[src/design/sbd_pkg.sv]
// Shared types and constants for the stereo bit crusher and sample-rate reducer.
// Holds the register indexes, fixed field widths and the controller/datapath structs.
// Depends on nothing.
package sbd_pkg;

  localparam int CFG_INDEX_W = 2;

  localparam logic [CFG_INDEX_W-1:0] REG_ENABLE    = 2'd0;
  localparam logic [CFG_INDEX_W-1:0] REG_BIT_DEPTH = 2'd1;
  localparam logic [CFG_INDEX_W-1:0] REG_HOLD      = 2'd2;
  localparam logic [CFG_INDEX_W-1:0] REG_WET       = 2'd3;

  localparam int DEPTH_W = 5;
  localparam logic [DEPTH_W-1:0] DEPTH_MIN = 5'd2;
  localparam logic [DEPTH_W-1:0] DEPTH_MAX = 5'd16;
  localparam int DEPTH_MAX_I = 16;

  localparam int HOLD_W = 6;

  typedef struct packed {
    logic latch_in;
    logic pass;
    logic quant;
    logic div_step;
    logic store;
    logic mul;
    logic add;
    logic out_load;
    logic ch;
  } cmd_t;

  typedef struct packed {
    logic out_free;
  } status_t;

endpackage

[src/design/sbd_cfg.sv]
// Configuration register file with range clamping on write.
// Raises a clear pulse for the hold state when enable is written low.
// Depends on sbd_pkg.
module sbd_cfg #(
  parameter int MAX_HOLD      = 32,
  parameter int MIX_FRAC_BITS = 12,
  parameter int CW            = 6
) (
  input  logic                           clk,
  input  logic                           rst,
  input  logic                           cfg_we,
  input  logic [sbd_pkg::CFG_INDEX_W-1:0] cfg_index,
  input  logic [MIX_FRAC_BITS:0]         cfg_data,
  output logic                           enable,
  output logic [sbd_pkg::DEPTH_W-1:0]    bit_depth,
  output logic [CW-1:0]                  hold,
  output logic [MIX_FRAC_BITS:0]         wet,
  output logic                           hold_clear
);
  import sbd_pkg::*;

  localparam logic [MIX_FRAC_BITS:0] WET_FULL = (MIX_FRAC_BITS+1)'(1) << MIX_FRAC_BITS;

  logic [DEPTH_W-1:0]      depth_raw;
  logic [DEPTH_W-1:0]      depth_clamped;
  logic [HOLD_W-1:0]       hold_raw;
  logic [CW-1:0]           hold_clamped;
  logic [MIX_FRAC_BITS:0]  wet_clamped;

  assign depth_raw = cfg_data[DEPTH_W-1:0];
  assign hold_raw  = cfg_data[HOLD_W-1:0];

  always_comb begin
    priority if (depth_raw < DEPTH_MIN) begin
      depth_clamped = DEPTH_MIN;
    end else if (depth_raw > DEPTH_MAX) begin
      depth_clamped = DEPTH_MAX;
    end else begin
      depth_clamped = depth_raw;
    end
    priority if (hold_raw == '0) begin
      hold_clamped = CW'(1);
    end else if (int'(hold_raw) > MAX_HOLD) begin
      hold_clamped = CW'(MAX_HOLD);
    end else begin
      hold_clamped = CW'(hold_raw);
    end
    wet_clamped = (cfg_data > WET_FULL) ? WET_FULL : cfg_data;
  end

  assign hold_clear = cfg_we && (cfg_index == REG_ENABLE) && !cfg_data[0];

  always_ff @(posedge clk) begin
    if (rst) begin
      enable    <= 1'b0;
      bit_depth <= DEPTH_MAX;
      hold      <= CW'(1);
      wet       <= WET_FULL;
    end else if (cfg_we) begin
      unique case (cfg_index)
        REG_ENABLE:    enable    <= cfg_data[0];
        REG_BIT_DEPTH: bit_depth <= depth_clamped;
        REG_HOLD:      hold      <= hold_clamped;
        REG_WET:       wet       <= wet_clamped;
      endcase
    end
  end

endmodule

[src/design/sbd_ctrl.sv]
// Controller state machine: sequences quantize, divide, store, multiply and add steps.
// Also keeps the hold countdown. Depends on sbd_pkg.
module sbd_ctrl #(
  parameter int SAMPLE_BITS = 16,
  parameter int MAX_HOLD    = 32,
  parameter int CW          = 6
) (
  input  logic             clk,
  input  logic             rst,
  input  logic             in_valid,
  output logic             in_stall,
  input  logic             enable,
  input  logic [CW-1:0]    hold,
  input  logic             hold_clear,
  input  sbd_pkg::status_t status,
  output sbd_pkg::cmd_t    cmd
);
  import sbd_pkg::*;

  localparam int STEPS = SAMPLE_BITS + 1;
  localparam int CNT_W = $clog2(STEPS);
  localparam logic [CNT_W-1:0] LAST = CNT_W'(SAMPLE_BITS);

  typedef enum logic [6:0] {
    ST_IDLE  = 7'b0000001,
    ST_QUANT = 7'b0000010,
    ST_DIV   = 7'b0000100,
    ST_STORE = 7'b0001000,
    ST_MUL   = 7'b0010000,
    ST_ADD   = 7'b0100000,
    ST_FIN   = 7'b1000000
  } state_t;

  state_t           state, state_next;
  logic [CNT_W-1:0] cnt, cnt_next;
  logic             ch, ch_next;
  logic [CW-1:0]    countdown;
  logic             accept;

  assign in_stall = (state != ST_IDLE);
  assign accept   = in_valid && !in_stall;

  always_comb begin
    state_next = state;
    cnt_next   = cnt;
    ch_next    = ch;
    cmd        = '0;
    cmd.ch     = ch;
    unique case (state)
      ST_IDLE: begin
        if (in_valid) begin
          cmd.latch_in = 1'b1;
          cmd.pass     = !enable;
          ch_next      = 1'b0;
          priority if (!enable) begin
            state_next = ST_FIN;
          end else if (countdown == '0) begin
            state_next = ST_QUANT;
          end else begin
            state_next = ST_MUL;
          end
        end
      end
      ST_QUANT: begin
        cmd.quant  = 1'b1;
        cnt_next   = '0;
        state_next = ST_DIV;
      end
      ST_DIV: begin
        cmd.div_step = 1'b1;
        cnt_next     = cnt + CNT_W'(1);
        if (cnt == LAST) begin
          state_next = ST_STORE;
        end
      end
      ST_STORE: begin
        cmd.store = 1'b1;
        if (!ch) begin
          ch_next    = 1'b1;
          state_next = ST_QUANT;
        end else begin
          ch_next    = 1'b0;
          state_next = ST_MUL;
        end
      end
      ST_MUL: begin
        cmd.mul    = 1'b1;
        state_next = ST_ADD;
      end
      ST_ADD: begin
        cmd.add = 1'b1;
        if (!ch) begin
          ch_next    = 1'b1;
          state_next = ST_MUL;
        end else begin
          state_next = ST_FIN;
        end
      end
      ST_FIN: begin
        if (status.out_free) begin
          cmd.out_load = 1'b1;
          state_next   = ST_IDLE;
        end
      end
      default: state_next = ST_IDLE;
    endcase
  end

  always_ff @(posedge clk) begin
    if (rst) begin
      state     <= ST_IDLE;
      cnt       <= '0;
      ch        <= 1'b0;
      countdown <= '0;
    end else begin
      state <= state_next;
      cnt   <= cnt_next;
      ch    <= ch_next;
      if (hold_clear) begin
        countdown <= '0;
      end else if (accept && enable) begin
        countdown <= ((countdown == '0) ? hold : countdown) - CW'(1);
      end
    end
  end

  a_pass_to_fin: assert property (@(posedge clk) disable iff (rst)
    (accept && !enable) |=> (state == ST_FIN))
    else $error("pass-through word did not go straight to the output stage");

  a_div_count: assert property (@(posedge clk) disable iff (rst)
    (state == ST_DIV) |-> (cnt <= LAST))
    else $error("divider step count ran past the quotient width");

  a_clear_countdown: assert property (@(posedge clk) disable iff (rst)
    hold_clear |=> (countdown == '0))
    else $error("hold countdown not cleared after disable");

  a_fin_waits: assert property (@(posedge clk) disable iff (rst)
    (state == ST_FIN && !status.out_free) |=> (state == ST_FIN))
    else $error("result left the output stage while the output register was full");

  a_countdown_range: assert property (@(posedge clk) disable iff (rst)
    int'(countdown) < MAX_HOLD || int'(countdown) == MAX_HOLD)
    else $error("hold countdown above the maximum hold");

endmodule

[src/design/sbd_dp.sv]
// Datapath: input latch, quantizer, restoring divider, shared mix multiplier and output register.
// Driven by the controller through command and status structs. Depends on sbd_pkg.
module sbd_dp #(
  parameter int SAMPLE_BITS   = 16,
  parameter int MIX_FRAC_BITS = 12
) (
  input  logic                            clk,
  input  logic                            rst,
  input  sbd_pkg::cmd_t                   cmd,
  output sbd_pkg::status_t                status,
  input  logic signed [SAMPLE_BITS-1:0]   left_in,
  input  logic signed [SAMPLE_BITS-1:0]   right_in,
  input  logic [sbd_pkg::DEPTH_W-1:0]     bit_depth,
  input  logic [MIX_FRAC_BITS:0]          wet,
  input  logic                            hold_clear,
  output logic                            out_valid,
  input  logic                            out_stall,
  output logic signed [SAMPLE_BITS-1:0]   left_out,
  output logic signed [SAMPLE_BITS-1:0]   right_out
);
  import sbd_pkg::*;

  localparam int S     = SAMPLE_BITS;
  localparam int LW    = DEPTH_MAX_I;
  localparam int TW    = S + LW + 1;
  localparam int NW    = S + LW + 2;
  localparam int RW    = LW + 1;
  localparam int QW    = S + 1;
  localparam int PW    = S + MIX_FRAC_BITS + 3;
  localparam int SW    = S + MIX_FRAC_BITS + 4;
  localparam int XW    = S + 4;
  localparam logic signed [S-1:0] SMAX = {1'b0, {(S-1){1'b1}}};
  localparam logic signed [S-1:0] SMIN = {1'b1, {(S-1){1'b0}}};
  localparam logic [TW-1:0] TBIAS = TW'(1) << (S - 1);
  localparam logic signed [SW-1:0] MIX_HALF = SW'(1) << (MIX_FRAC_BITS - 1);

  logic signed [S-1:0]  dry_l, dry_r, held_l, held_r, res_l, res_r;
  logic signed [S-1:0]  dry_sel, held_sel, held_new, mix_sat;
  logic [S-1:0]         u;
  logic [LW-1:0]        lv;
  logic [TW-1:0]        t;
  logic [LW-1:0]        q;
  logic [NW-1:0]        n;
  logic [RW-1:0]        rem, dvs;
  logic [RW:0]          r2;
  logic                 ge;
  logic [QW-1:0]        low, quo;
  logic signed [S:0]    diff;
  logic signed [PW-1:0] diff_x, m_x, prod;
  logic signed [SW-1:0] dry_x, sum;
  logic signed [XW-1:0] mix_r;

  assign dry_sel  = cmd.ch ? dry_r : dry_l;
  assign held_sel = cmd.ch ? held_r : held_l;

  assign u  = {~dry_sel[S-1], dry_sel[S-2:0]};
  assign lv = LW'(((LW+1)'(1) << bit_depth) - (LW+1)'(1));
  assign t  = (TW'(u) << bit_depth) - TW'(u) + TBIAS;
  assign q  = t[S+LW-1:S];
  assign n  = (NW'(q) << (S + 1)) + NW'(lv);

  assign r2 = {rem, low[QW-1]};
  assign ge = (r2 >= {1'b0, dvs});

  assign held_new = quo[QW-1] ? SMAX : {~quo[S-1], quo[S-2:0]};

  assign diff   = $signed({held_sel[S-1], held_sel}) - $signed({dry_sel[S-1], dry_sel});
  assign diff_x = PW'(diff);
  assign m_x    = $signed(PW'(wet));
  assign dry_x  = SW'(dry_sel);
  assign sum    = (dry_x <<< MIX_FRAC_BITS) + SW'(prod) + MIX_HALF;
  assign mix_r  = sum[SW-1:MIX_FRAC_BITS];

  always_comb begin
    if ((&mix_r[XW-1:S-1]) || !(|mix_r[XW-1:S-1])) begin
      mix_sat = mix_r[S-1:0];
    end else begin
      mix_sat = mix_r[XW-1] ? SMIN : SMAX;
    end
  end

  assign status.out_free = !out_valid || !out_stall;

  always_ff @(posedge clk) begin
    if (cmd.latch_in) begin
      dry_l <= left_in;
      dry_r <= right_in;
    end
    if (cmd.latch_in && cmd.pass) begin
      res_l <= left_in;
      res_r <= right_in;
    end
    if (cmd.quant) begin
      rem <= n[NW-1:QW];
      low <= n[QW-1:0];
      dvs <= {lv, 1'b0};
      quo <= '0;
    end
    if (cmd.div_step) begin
      rem <= ge ? RW'(r2 - {1'b0, dvs}) : r2[RW-1:0];
      low <= {low[QW-2:0], 1'b0};
      quo <= {quo[QW-2:0], ge};
    end
    if (cmd.mul) begin
      prod <= diff_x * m_x;
    end
    if (cmd.add) begin
      if (cmd.ch) begin
        res_r <= mix_sat;
      end else begin
        res_l <= mix_sat;
      end
    end
    if (cmd.out_load) begin
      left_out  <= res_l;
      right_out <= res_r;
    end
  end

  always_ff @(posedge clk) begin
    if (rst) begin
      held_l    <= '0;
      held_r    <= '0;
      out_valid <= 1'b0;
    end else begin
      if (hold_clear) begin
        held_l <= '0;
        held_r <= '0;
      end else if (cmd.store) begin
        if (cmd.ch) begin
          held_r <= held_new;
        end else begin
          held_l <= held_new;
        end
      end
      if (cmd.out_load) begin
        out_valid <= 1'b1;
      end else if (!out_stall) begin
        out_valid <= 1'b0;
      end
    end
  end

endmodule

[src/design/stereo_bitcrush_downsample.sv]
// Top level of the stereo bit crusher with sample-rate reduction.
// Instantiates sbd_cfg, sbd_ctrl and sbd_dp; depends on sbd_pkg.
//
// Usage: one stereo word (left_in, right_in) enters on in_valid while in_stall is low,
// and one processed word (left_out, right_out) leaves on out_valid while out_stall is low.
// Registers are written through cfg_we, cfg_index and cfg_data while the block is idle.
// Steps from accept until the next word can be taken:
//   pass-through (enable low): straight to the output stage;
//   held sample reused: two multiply and add passes on the shared multiplier;
//   new capture: the bit-serial restoring divider maps each quantized level back to full
//   scale, one channel after the other, followed by the two multiply and add passes.
// The output stage waits while the output register is full, then loads the result into it.
// The output register holds one finished word, so the next word is taken while the result
// waits; when the receiver stalls, the finished word holds and a second result waits
// inside the block until the output register frees.
// Reset clears the registers to enable 0, bit depth 16, hold 1 and fully wet, and clears
// the countdown, the held samples and the output valid.
module stereo_bitcrush_downsample #(
  parameter int SAMPLE_BITS   = 16,
  parameter int MAX_HOLD      = 32,
  parameter int MIX_FRAC_BITS = 12
) (
  input  logic                            clk,
  input  logic                            rst,
  input  logic                            in_valid,
  output logic                            in_stall,
  input  logic signed [SAMPLE_BITS-1:0]   left_in,
  input  logic signed [SAMPLE_BITS-1:0]   right_in,
  output logic                            out_valid,
  input  logic                            out_stall,
  output logic signed [SAMPLE_BITS-1:0]   left_out,
  output logic signed [SAMPLE_BITS-1:0]   right_out,
  input  logic                            cfg_we,
  input  logic [sbd_pkg::CFG_INDEX_W-1:0] cfg_index,
  input  logic [MIX_FRAC_BITS:0]          cfg_data
);
  import sbd_pkg::*;

  localparam int CW = $clog2(MAX_HOLD + 1);

  logic                   enable;
  logic [DEPTH_W-1:0]     bit_depth;
  logic [CW-1:0]          hold;
  logic [MIX_FRAC_BITS:0] wet;
  logic                   hold_clear;
  cmd_t                   cmd;
  status_t                status;

  sbd_cfg #(
    .MAX_HOLD      (MAX_HOLD),
    .MIX_FRAC_BITS (MIX_FRAC_BITS),
    .CW            (CW)
  ) u_cfg (
    .clk        (clk),
    .rst        (rst),
    .cfg_we     (cfg_we),
    .cfg_index  (cfg_index),
    .cfg_data   (cfg_data),
    .enable     (enable),
    .bit_depth  (bit_depth),
    .hold       (hold),
    .wet        (wet),
    .hold_clear (hold_clear)
  );

  sbd_ctrl #(
    .SAMPLE_BITS (SAMPLE_BITS),
    .MAX_HOLD    (MAX_HOLD),
    .CW          (CW)
  ) u_ctrl (
    .clk        (clk),
    .rst        (rst),
    .in_valid   (in_valid),
    .in_stall   (in_stall),
    .enable     (enable),
    .hold       (hold),
    .hold_clear (hold_clear),
    .status     (status),
    .cmd        (cmd)
  );

  sbd_dp #(
    .SAMPLE_BITS   (SAMPLE_BITS),
    .MIX_FRAC_BITS (MIX_FRAC_BITS)
  ) u_dp (
    .clk        (clk),
    .rst        (rst),
    .cmd        (cmd),
    .status     (status),
    .left_in    (left_in),
    .right_in   (right_in),
    .bit_depth  (bit_depth),
    .wet        (wet),
    .hold_clear (hold_clear),
    .out_valid  (out_valid),
    .out_stall  (out_stall),
    .left_out   (left_out),
    .right_out  (right_out)
  );

endmodule
[config.mk]
export PLATFORM = sky130hd
export DESIGN_NAME = stereo_bitcrush_downsample
export DESIGN_NICKNAME = d
export VERILOG_FILES = /design/src/design/sbd_pkg.sv /design/src/design/sbd_cfg.sv /design/src/design/sbd_ctrl.sv /design/src/design/sbd_dp.sv /design/src/design/stereo_bitcrush_downsample.sv
export SDC_FILE = /design/constraint.sdc
export NUM_CORES = 1
export LEC_CHECK = 0
export ABC_CLOCK_PERIOD_IN_PS = 16950
export BUFFER_PORTS_ARGS = -buffer_cell sky130_fd_sc_hd__buf_2
export CAP_MARGIN = 20
export CELL_PAD_IN_SITES_DETAIL_PLACEMENT = 1
export CELL_PAD_IN_SITES_GLOBAL_PLACEMENT = 2
export CORE_MARGIN = 1
export CORE_UTILIZATION = 45
export CTS_CLUSTER_DIAMETER = 40
export DETAILED_ROUTE_END_ITERATION = 7
export PLACE_DENSITY_LB_ADDON = 0.2
export SYNTH_ARGS = -nofsm -noshare
export SYNTH_HDL_FRONTEND = slang
export SYNTH_SLANG_ARGS = --single-unit
[constraint.sdc]
create_clock -name clk -period 16.95 [get_ports clk]
set_input_delay 5.085 -clock clk [delete_from_list [all_inputs] [get_ports clk]]
set_output_delay 5.085 -clock clk [all_outputs]
set_load 0.02 [all_outputs]
== Word-level counts from Yosys, hierarchy flattened ==
Cells that the tools add are included.

* Flip-flop bits (word level): 271
* Input bits: 52
* Output and inout bits: 34
* Word-level logic and storage cells: 137

* Add/sub/neg operators: 10
* Multiply operators: 1
* Magnitude comparators: 5
* Equality and inequality tests: 16
* Shifts and indexed selects: 2
* Muxes and demuxes: 47
* Bitwise logic cells: 3
* Reduce and logical (&&, ||, !) cells: 30

{| class="wikitable"
|+ Operator list
! kind !! count
|-
| $mux W16 || 11
|-
| $mux W17 || 7
|-
| $pmux W7 S7 || 1
|-
| $mux W7 || 5
|-
| $add A33 B16 Y34 || 1
|-
| $add A28 B31 Y32 || 1
|-
| $add A32 B13 Y32 const B || 1
|-
| $add A32 B16 Y32 const B || 1
|-
| $shl A16 B5 Y32 || 1
|-
| $sub A32 B16 Y32 || 1
|-
| $mul A17 B14 Y31 || 1
|-
| $mux W5 || 4
|-
| $ge A18 B17 Y1 || 1
|-
| $mux W6 || 3
|-
| $sub A16 B16 Y17 || 1
|-
| $sub A17 B17 Y17 || 1
|-
| $shl A1 B5 Y16 const A || 1
|-
| $sub A16 B2 Y16 const B || 1
|-
| $reduce_and A2 Y1 || 7
|-
| $gt A13 B13 Y1 const B || 1
|-
| $mux W13 || 1
|-
| $logic_not A6 Y1 || 2
|-
| $mux W1 || 11
|-
| $pmux W5 S2 || 1
|-
| 31 further kinds || 48
|}

== Depth between registers and ports, before layout ==
* Depth after elaboration: 9
* Mapped depth: 37
* Depth with buffers taken out: 34

== Modules after synthesis ==
From an unflattened synthesis, not the netlist that was laid out.

* Cell total of the unflattened synthesis: 2,564
* Area total of the unflattened synthesis: 23,964.2 sq um

{| class="wikitable"
|+ Modules (own cells, without submodules)
! module !! times used !! cells an instance !! area an instance (sq um) !! sequential area each (sq um)
|-
| sbd_dp || 1 || 2,281 || 21,684.5 || 5,825.6
|-
| sbd_ctrl || 1 || 173 || 1,297.5 || 380.4
|-
| sbd_cfg || 1 || 110 || 982.2 || 500.5
|}

== Worst setup path before layout ==
OpenSTA, ideal clock, no wires.

* Path kind: register to register
* Start: reg u_ctrl.ch
* End: reg u_dp.prod[28] (data pin)
* Library setup time: 262 ps
* Arrival time: 8,934 ps
* Data required time: 16,688 ps
* Path slack: 7,754 ps
* Stages on the path, launching flop included: 37
* Path buffers: 5
* Period minus slack after synthesis: 9,196 ps
* Cell sequence: dfxtp_1 > buf_6 > buf_4 > buf_1 > clkbuf_1 > mux2i_1 > ha_1 > inv_1 > fa_1 > nand2_1 > a21o_1 > a31o_2 > o221ai_1 > a41o_1 > o41ai_2 > clkbuf_1 > and2_1 > inv_1 > fa_1 > fa_1 > inv_1 > fa_1 > fa_1 > fa_1 > inv_1 > fa_1 > inv_1 > ha_1 > a21o_1 > a21o_1 > a21o_1 > a21o_1 > a21oi_1 > nor2b_1 > a311oi_1 > o21bai_1 > xor2_1

* Cells in the longest elaborated chain, start to end: 3
* Elaborated cells on any way between the ends: 4
* Those cells by class: add/sub: 1; mul: 1; mux: 2

{| class="wikitable"
|+ RTL lines
! element !! RTL line !! text
|-
| start: declaration || sbd_ctrl.sv:36 || <nowiki>logic ch, ch_next;</nowiki>
|-
| start signal: assignment || sbd_ctrl.sv:118 || <nowiki>ch <= ch_next;</nowiki>
|-
| $mux W16 (on tied branches) || sbd_dp.sv:54, sbd_dp.sv:53 ||
|-
| $sub A16 B16 Y17 (*) || sbd_dp.sv:67 || <nowiki>assign diff = $signed({held_sel[S-1], held_sel}) - $signed({dry_sel[S-1], dry_sel});</nowiki>
|-
| $mul A17 B14 Y31 (*) || sbd_dp.sv:105 || <nowiki>prod <= diff_x * m_x;</nowiki>
|-
| end signal: assignment || sbd_dp.sv:105 ||
|-
| end: declaration || sbd_dp.sv:49 || <nowiki>logic signed [PW-1:0] diff_x, m_x, prod;</nowiki>
|}

Mark *: on every way between the ends. The rest lies on a longest branch, timed or not.
A chain may end at the register's enable or synchronous reset.

== Worst setup path in the final report ==
* Start: reg u_ctrl.ch
* End: reg u_dp.prod[26] (data pin)

The elaborated chain is that of the path after synthesis.

==> metrics.sh <==
NUMBER_OF_STORAGE_ELEMENTS_IN_THE_SYNTHESIS_NETLIST=260
DIE_W_UM=231
CP-END-KIND='flip-flop'
GRT.OVERFLOW.TOTAL=0
SYNTH_ASYNC_SR_FLOP_SHARE_PCT=0
SYNTH.LIB_CELLS_USED.DISTINCT=87
WORST-SETUP-PATH-TYPE='flip-flop to flip-flop'
DETAILEDROUTE.FIRSTITERATIONVIOLATIONS=904
GRT_SETUP_UNREPAIRED='no'
CTSHTREEMAXLEVEL=2
CLOCK_TREE.ROOT_CELL='sky130_fd_sc_hd__clkbuf_16'
ANT_NETS=0
MAX_SLEW.WORST_PIN.SLEW_NS=0.937
RELATIVE_SLEW_SLACK_PCT=36.3
CLOCKBUFFERDEPTH=3
FIN_HOLD_WS_NS=0.422
POWER.SHARE.CLOCK_PCT=37.0
TIMING.CRITICAL_PATH.SLOWEST_CELL_DELAY_NS=0.57
ARR_TIME_CRIT_PATH_NS=10.13
SETUP_WS_NS=7.12
YS_SEQ_AREA_SHARE_PCT=28.4
PIN_COUNT=86
PORT_BUFFERS=85
ROUTE.DETAILED.DRC=0
POWERDENSITY_nW_PER_UM2=93.2
FIN_NETS=2957
POST_SYNTH_INSTANCE_AREA_UM2=23600
EFFECTIVE_UTILIZATION_AT_FLOORPLAN_PCT=45.8
WORST-PATH-MAX-FANOUT=32
DETAILEDPLACE.WORSTSLACK_NS=6.67
FINAL.PERIOD_UTILIZATION_PCT=58.0
SYNTHTOLAYOUTAREAGROWTH_PCT=11.2
PATH_DELAY_FAMILY='adder cells'
MAX_FREQ_MHz=102
SLEW_VIOLATIONS=0
SYNTHESIS.YOSYS.WARNINGS=0
CTS_MADE_BUFFERS=44
WORST_PATH_MOST_REPEATED_CELL='sky130_fd_sc_hd__fa_1'
VDD.IR_DROP.WORST_mV=0.0723
STATUS='finished, final reports clean'
DIEHEIGHT_UM=231
GRT_MAX_DEGREE=56
GRT_ANTENNA_BEFORE_REPAIR=0
CORE_REGION_AREA_UM2=51500
GRTUSAGETOTAL_PCT=26.2
NUMBER_OF_GLOBAL_ROUTE_VIAS_BEFORE_REPAIR=19400
FINALSETUPVIOLCOUNT=0
FINALHOLDVIOLATIONS=0
SYNTH_CELLS=2457
P_SW_SHARE_PCT=34.7
VIAS_PER_CELL=5.61
MAXCAPVIOLATIONS=0
DETAIL_ROUTE.WL_PER_CELL_UM=21.4
FP-ROW-COUNT=83
CLK_TRANSITION_REPORTED_PATHS_NS=0.06
CLOCK_SINKS=260
POSTCTSSETUPBUFFERS=0
CTSHOLDBUFFERS=0
ROUTED-VIA-COUNT=18100
POST-ROUTE-MIN-PERIOD_NS=9.83
PLACE_HPWL_MM=53.7
TIMING.HOLD.WORST.CLASS='flip-flop to flip-flop'
INTERNAL_POWER_mW=1.60
WORST-PATH-BUF-INV=6
MAIN_FLOP_TYPE_AFTER_SYNTHESIS='sky130_fd_sc_hd__edfxtp_1'
AVERAGE_INSTANCE_AREA_AFTER_SYNTHESIS_UM2=9.60
SEQ_POWER_SHARE_PCT=32.3
COMB_POWER_SHARE_PCT=30.8
CLOCK-SKEW-FINAL_NS=0.0416
ANTENNA_CELLS_INSERTED=0
P_SWITCHING_mW=0.848
CLK-INSERTION-DELAY-LATE_NS=0.59
POST_ROUTE_CELLS_DRIVE_ABOVE_1_SHARE_PCT=11.4
SYNTH-EDFF-COUNT=150
GLOBAL_ROUTE_WIRE_LENGTH_BEFORE_REPAIR_MM=110
DESIGN_POWER_TOTAL_mW=2.44
SYNTH_NETS=2897
WL_MM=69.1
TRITONCTS_CLOCK_TREE='yes'
DIEAREA_UM2=53300
WORSTPATHREQUIRED_NS=17.25
NUMBER_OF_ITERATIONS_IN_THE_FIRST_DETAILED_ROUTING_PASS=5
FINALWEIGHTEDCONGESTION=0.889
CRIT_PATH_TOP_DELAY_CELL='sky130_fd_sc_hd__mux2i_1'
POWER_LEAKAGE_nW=11.8
CRITICAL_PATH_SOURCE_TYPE='flip-flop'
TIMING.SETUP.TNS_NS=0
CTS_RESIZED=0
final timing paths:
kind,startpoint,to,slack (ns),cells past startpoint
worst max register to register,u_ctrl.ch,u_dp.prod[26],7.12,32
worst max-delay path,u_ctrl.ch,u_dp.prod[26],7.12,32
worst min register to register,u_dp.res_l[3],u_dp.left_out[3],0.42,0
worst min-delay path,u_dp.res_l[3],u_dp.left_out[3],0.42,0
through the flow:
stage	area (µm²)	utilization [%]	std cells
after floorplan	23600	-	2457
after global placement	24700	47.9	3148
after detailed placement	24700	48.0	3150
after CTS	26200	50.9	3232
after global routing	26200	50.9	3233
final	26200	50.9	3233
cell families after synthesis:
kind of cell / count (synthesis) / synth area share (%)
AND/OR/NAND/NOR: 713 / 14.8
buffers and inverters: 450 / 7.38
AO/OA/AOI/OAI: 449 / 13.3
adder cells (fa/ha/maj): 388 / 27.4
flip-flops: 260 / 28.4
multiplexers: 126 / 6.02
XOR/XNOR: 71 / 2.67
cell usage in the layout (no fill, tap or decap), types with 10 or more instances in the layout:
| cell type | instances |
|---|---|
| sky130_fd_sc_hd__clkbuf_16 | 44 |
| sky130_fd_sc_hd__nor3_1 | 36 |
| sky130_fd_sc_hd__a211oi_1 | 45 |
| sky130_fd_sc_hd__dfxtp_1 | 109 |
| sky130_fd_sc_hd__nor3b_1 | 17 |
| sky130_fd_sc_hd__a22oi_1 | 10 |
| sky130_fd_sc_hd__nor2_1 | 172 |
| sky130_fd_sc_hd__buf_4 | 37 |
| sky130_fd_sc_hd__buf_2 | 85 |
| sky130_fd_sc_hd__and3_1 | 17 |
| sky130_fd_sc_hd__a22o_1 | 12 |
| sky130_fd_sc_hd__o21ai_0 | 74 |
| sky130_fd_sc_hd__nand2b_1 | 14 |
| sky130_fd_sc_hd__edfxtp_1 | 150 |
| sky130_fd_sc_hd__nand3_1 | 30 |
| sky130_fd_sc_hd__xor2_1 | 27 |
| sky130_fd_sc_hd__nor2b_1 | 26 |
| sky130_fd_sc_hd__a21o_1 | 52 |
| sky130_fd_sc_hd__and2_1 | 124 |
| sky130_fd_sc_hd__fa_1 | 215 |
| sky130_fd_sc_hd__nand4_1 | 16 |
| sky130_fd_sc_hd__xnor2_1 | 42 |
| sky130_fd_sc_hd__mux2i_1 | 84 |
| sky130_fd_sc_hd__nand2_1 | 214 |
| sky130_fd_sc_hd__mux2_2 | 31 |
| sky130_fd_sc_hd__o21bai_1 | 11 |
| sky130_fd_sc_hd__o221ai_2 | 11 |
| sky130_fd_sc_hd__inv_1 | 336 |
| sky130_fd_sc_hd__o22ai_1 | 10 |
| sky130_fd_sc_hd__ha_1 | 173 |
| sky130_fd_sc_hd__o221ai_1 | 20 |
| sky130_fd_sc_hd__a21oi_1 | 102 |
| sky130_fd_sc_hd__o21a_1 | 13 |
layout make-up:
type | count | area, µm²
inverters | 342 | 1280
well taps | 680 | 851
multi-input cells | 1747 | 15200
repair buffers | 122 | 703
clock inverters | 33 | 369
flip-flops and latches | 260 | 6710
clock buffers | 49 | 1140
fillers | 5870 | 25300
per-layer routing:
metal	wire [µm]	part of all wire, %	GRT usage, %
met1	31000	45	34.4
met2	34400	50	45.7
met3	2100	3.0	2.83
met4	1600	2.3	7.02
met5	0	0	0
registers in the layout, indices dropped and copies added, names as in the netlist:
signal and count:
u_dp.dry_r 16, u_dp.left_out 16, u_cfg.hold 6, u_dp.res_l 16
u_dp.low 17, u_ctrl.cnt 5, u_dp.res_r 16, u_cfg.wet 13
u_dp.right_out 16, u_cfg.enable 1, u_dp.prod 20, u_dp.held_l 16
u_dp.rem 17, u_dp.dry_l 16, u_ctrl.ch 1, u_ctrl.countdown 6
u_dp.out_valid 1, u_cfg.bit_depth 5, u_dp.dvs 16, u_dp.held_r 16
u_dp.quo 17, u_ctrl.state 7
power by group through the flow:
| stage | Clock (mW) | Sequential (mW) | Combinational [mW] |
|---|---|---|---|
| finish | 0.904 | 0.788 | 0.752 |
| global route | 0.943 | 0.791 | 0.839 |
| CTS | 0.918 | 0.787 | 0.757 |
| detailed placement | 0 | 0.798 | 0.750 |
| global placement | 0 | 0.796 | 0.720 |
| floorplan | 0 | 0.786 | 0.533 |
synth_stat cells (9+ instances only):
cell	instances	area (µm²)
sky130_fd_sc_hd__nor3b_1	17	128
sky130_fd_sc_hd__nor3_1	36	180
sky130_fd_sc_hd__clkbuf_1	85	319
sky130_fd_sc_hd__nand2b_1	14	87.6
sky130_fd_sc_hd__xor2_1	27	236
sky130_fd_sc_hd__xnor2_1	43	377
sky130_fd_sc_hd__o21bai_1	11	82.6
sky130_fd_sc_hd__edfxtp_1	150	4500
sky130_fd_sc_hd__mux2i_1	84	841
sky130_fd_sc_hd__buf_2	11	55.1
sky130_fd_sc_hd__nor2_1	175	657
sky130_fd_sc_hd__a21o_1	52	390
sky130_fd_sc_hd__mux4_2	9	203
sky130_fd_sc_hd__a22o_1	12	105
sky130_fd_sc_hd__o21ai_0	74	370
sky130_fd_sc_hd__nand2_1	214	803
sky130_fd_sc_hd__o211ai_1	9	67.6
sky130_fd_sc_hd__nand4_1	16	100
sky130_fd_sc_hd__o21a_1	13	97.6
sky130_fd_sc_hd__and2_1	124	776
sky130_fd_sc_hd__inv_1	337	1260
sky130_fd_sc_hd__o22ai_1	10	62.6
sky130_fd_sc_hd__a22oi_1	10	75.1
sky130_fd_sc_hd__and3_1	17	106
sky130_fd_sc_hd__a21oi_1	103	515
sky130_fd_sc_hd__dfxtp_1	110	2200
sky130_fd_sc_hd__o221ai_1	20	175
sky130_fd_sc_hd__mux2_2	31	349
sky130_fd_sc_hd__ha_1	173	2160
sky130_fd_sc_hd__nand3_1	30	150
sky130_fd_sc_hd__o221ai_2	11	165
sky130_fd_sc_hd__fa_1	215	4300
sky130_fd_sc_hd__nor2b_1	26	163
sky130_fd_sc_hd__a211oi_1	45	338
sky130_fd_sc_hd__a31oi_1	9	56.3
Note: power is estimated with default switching activity, not from simulation.
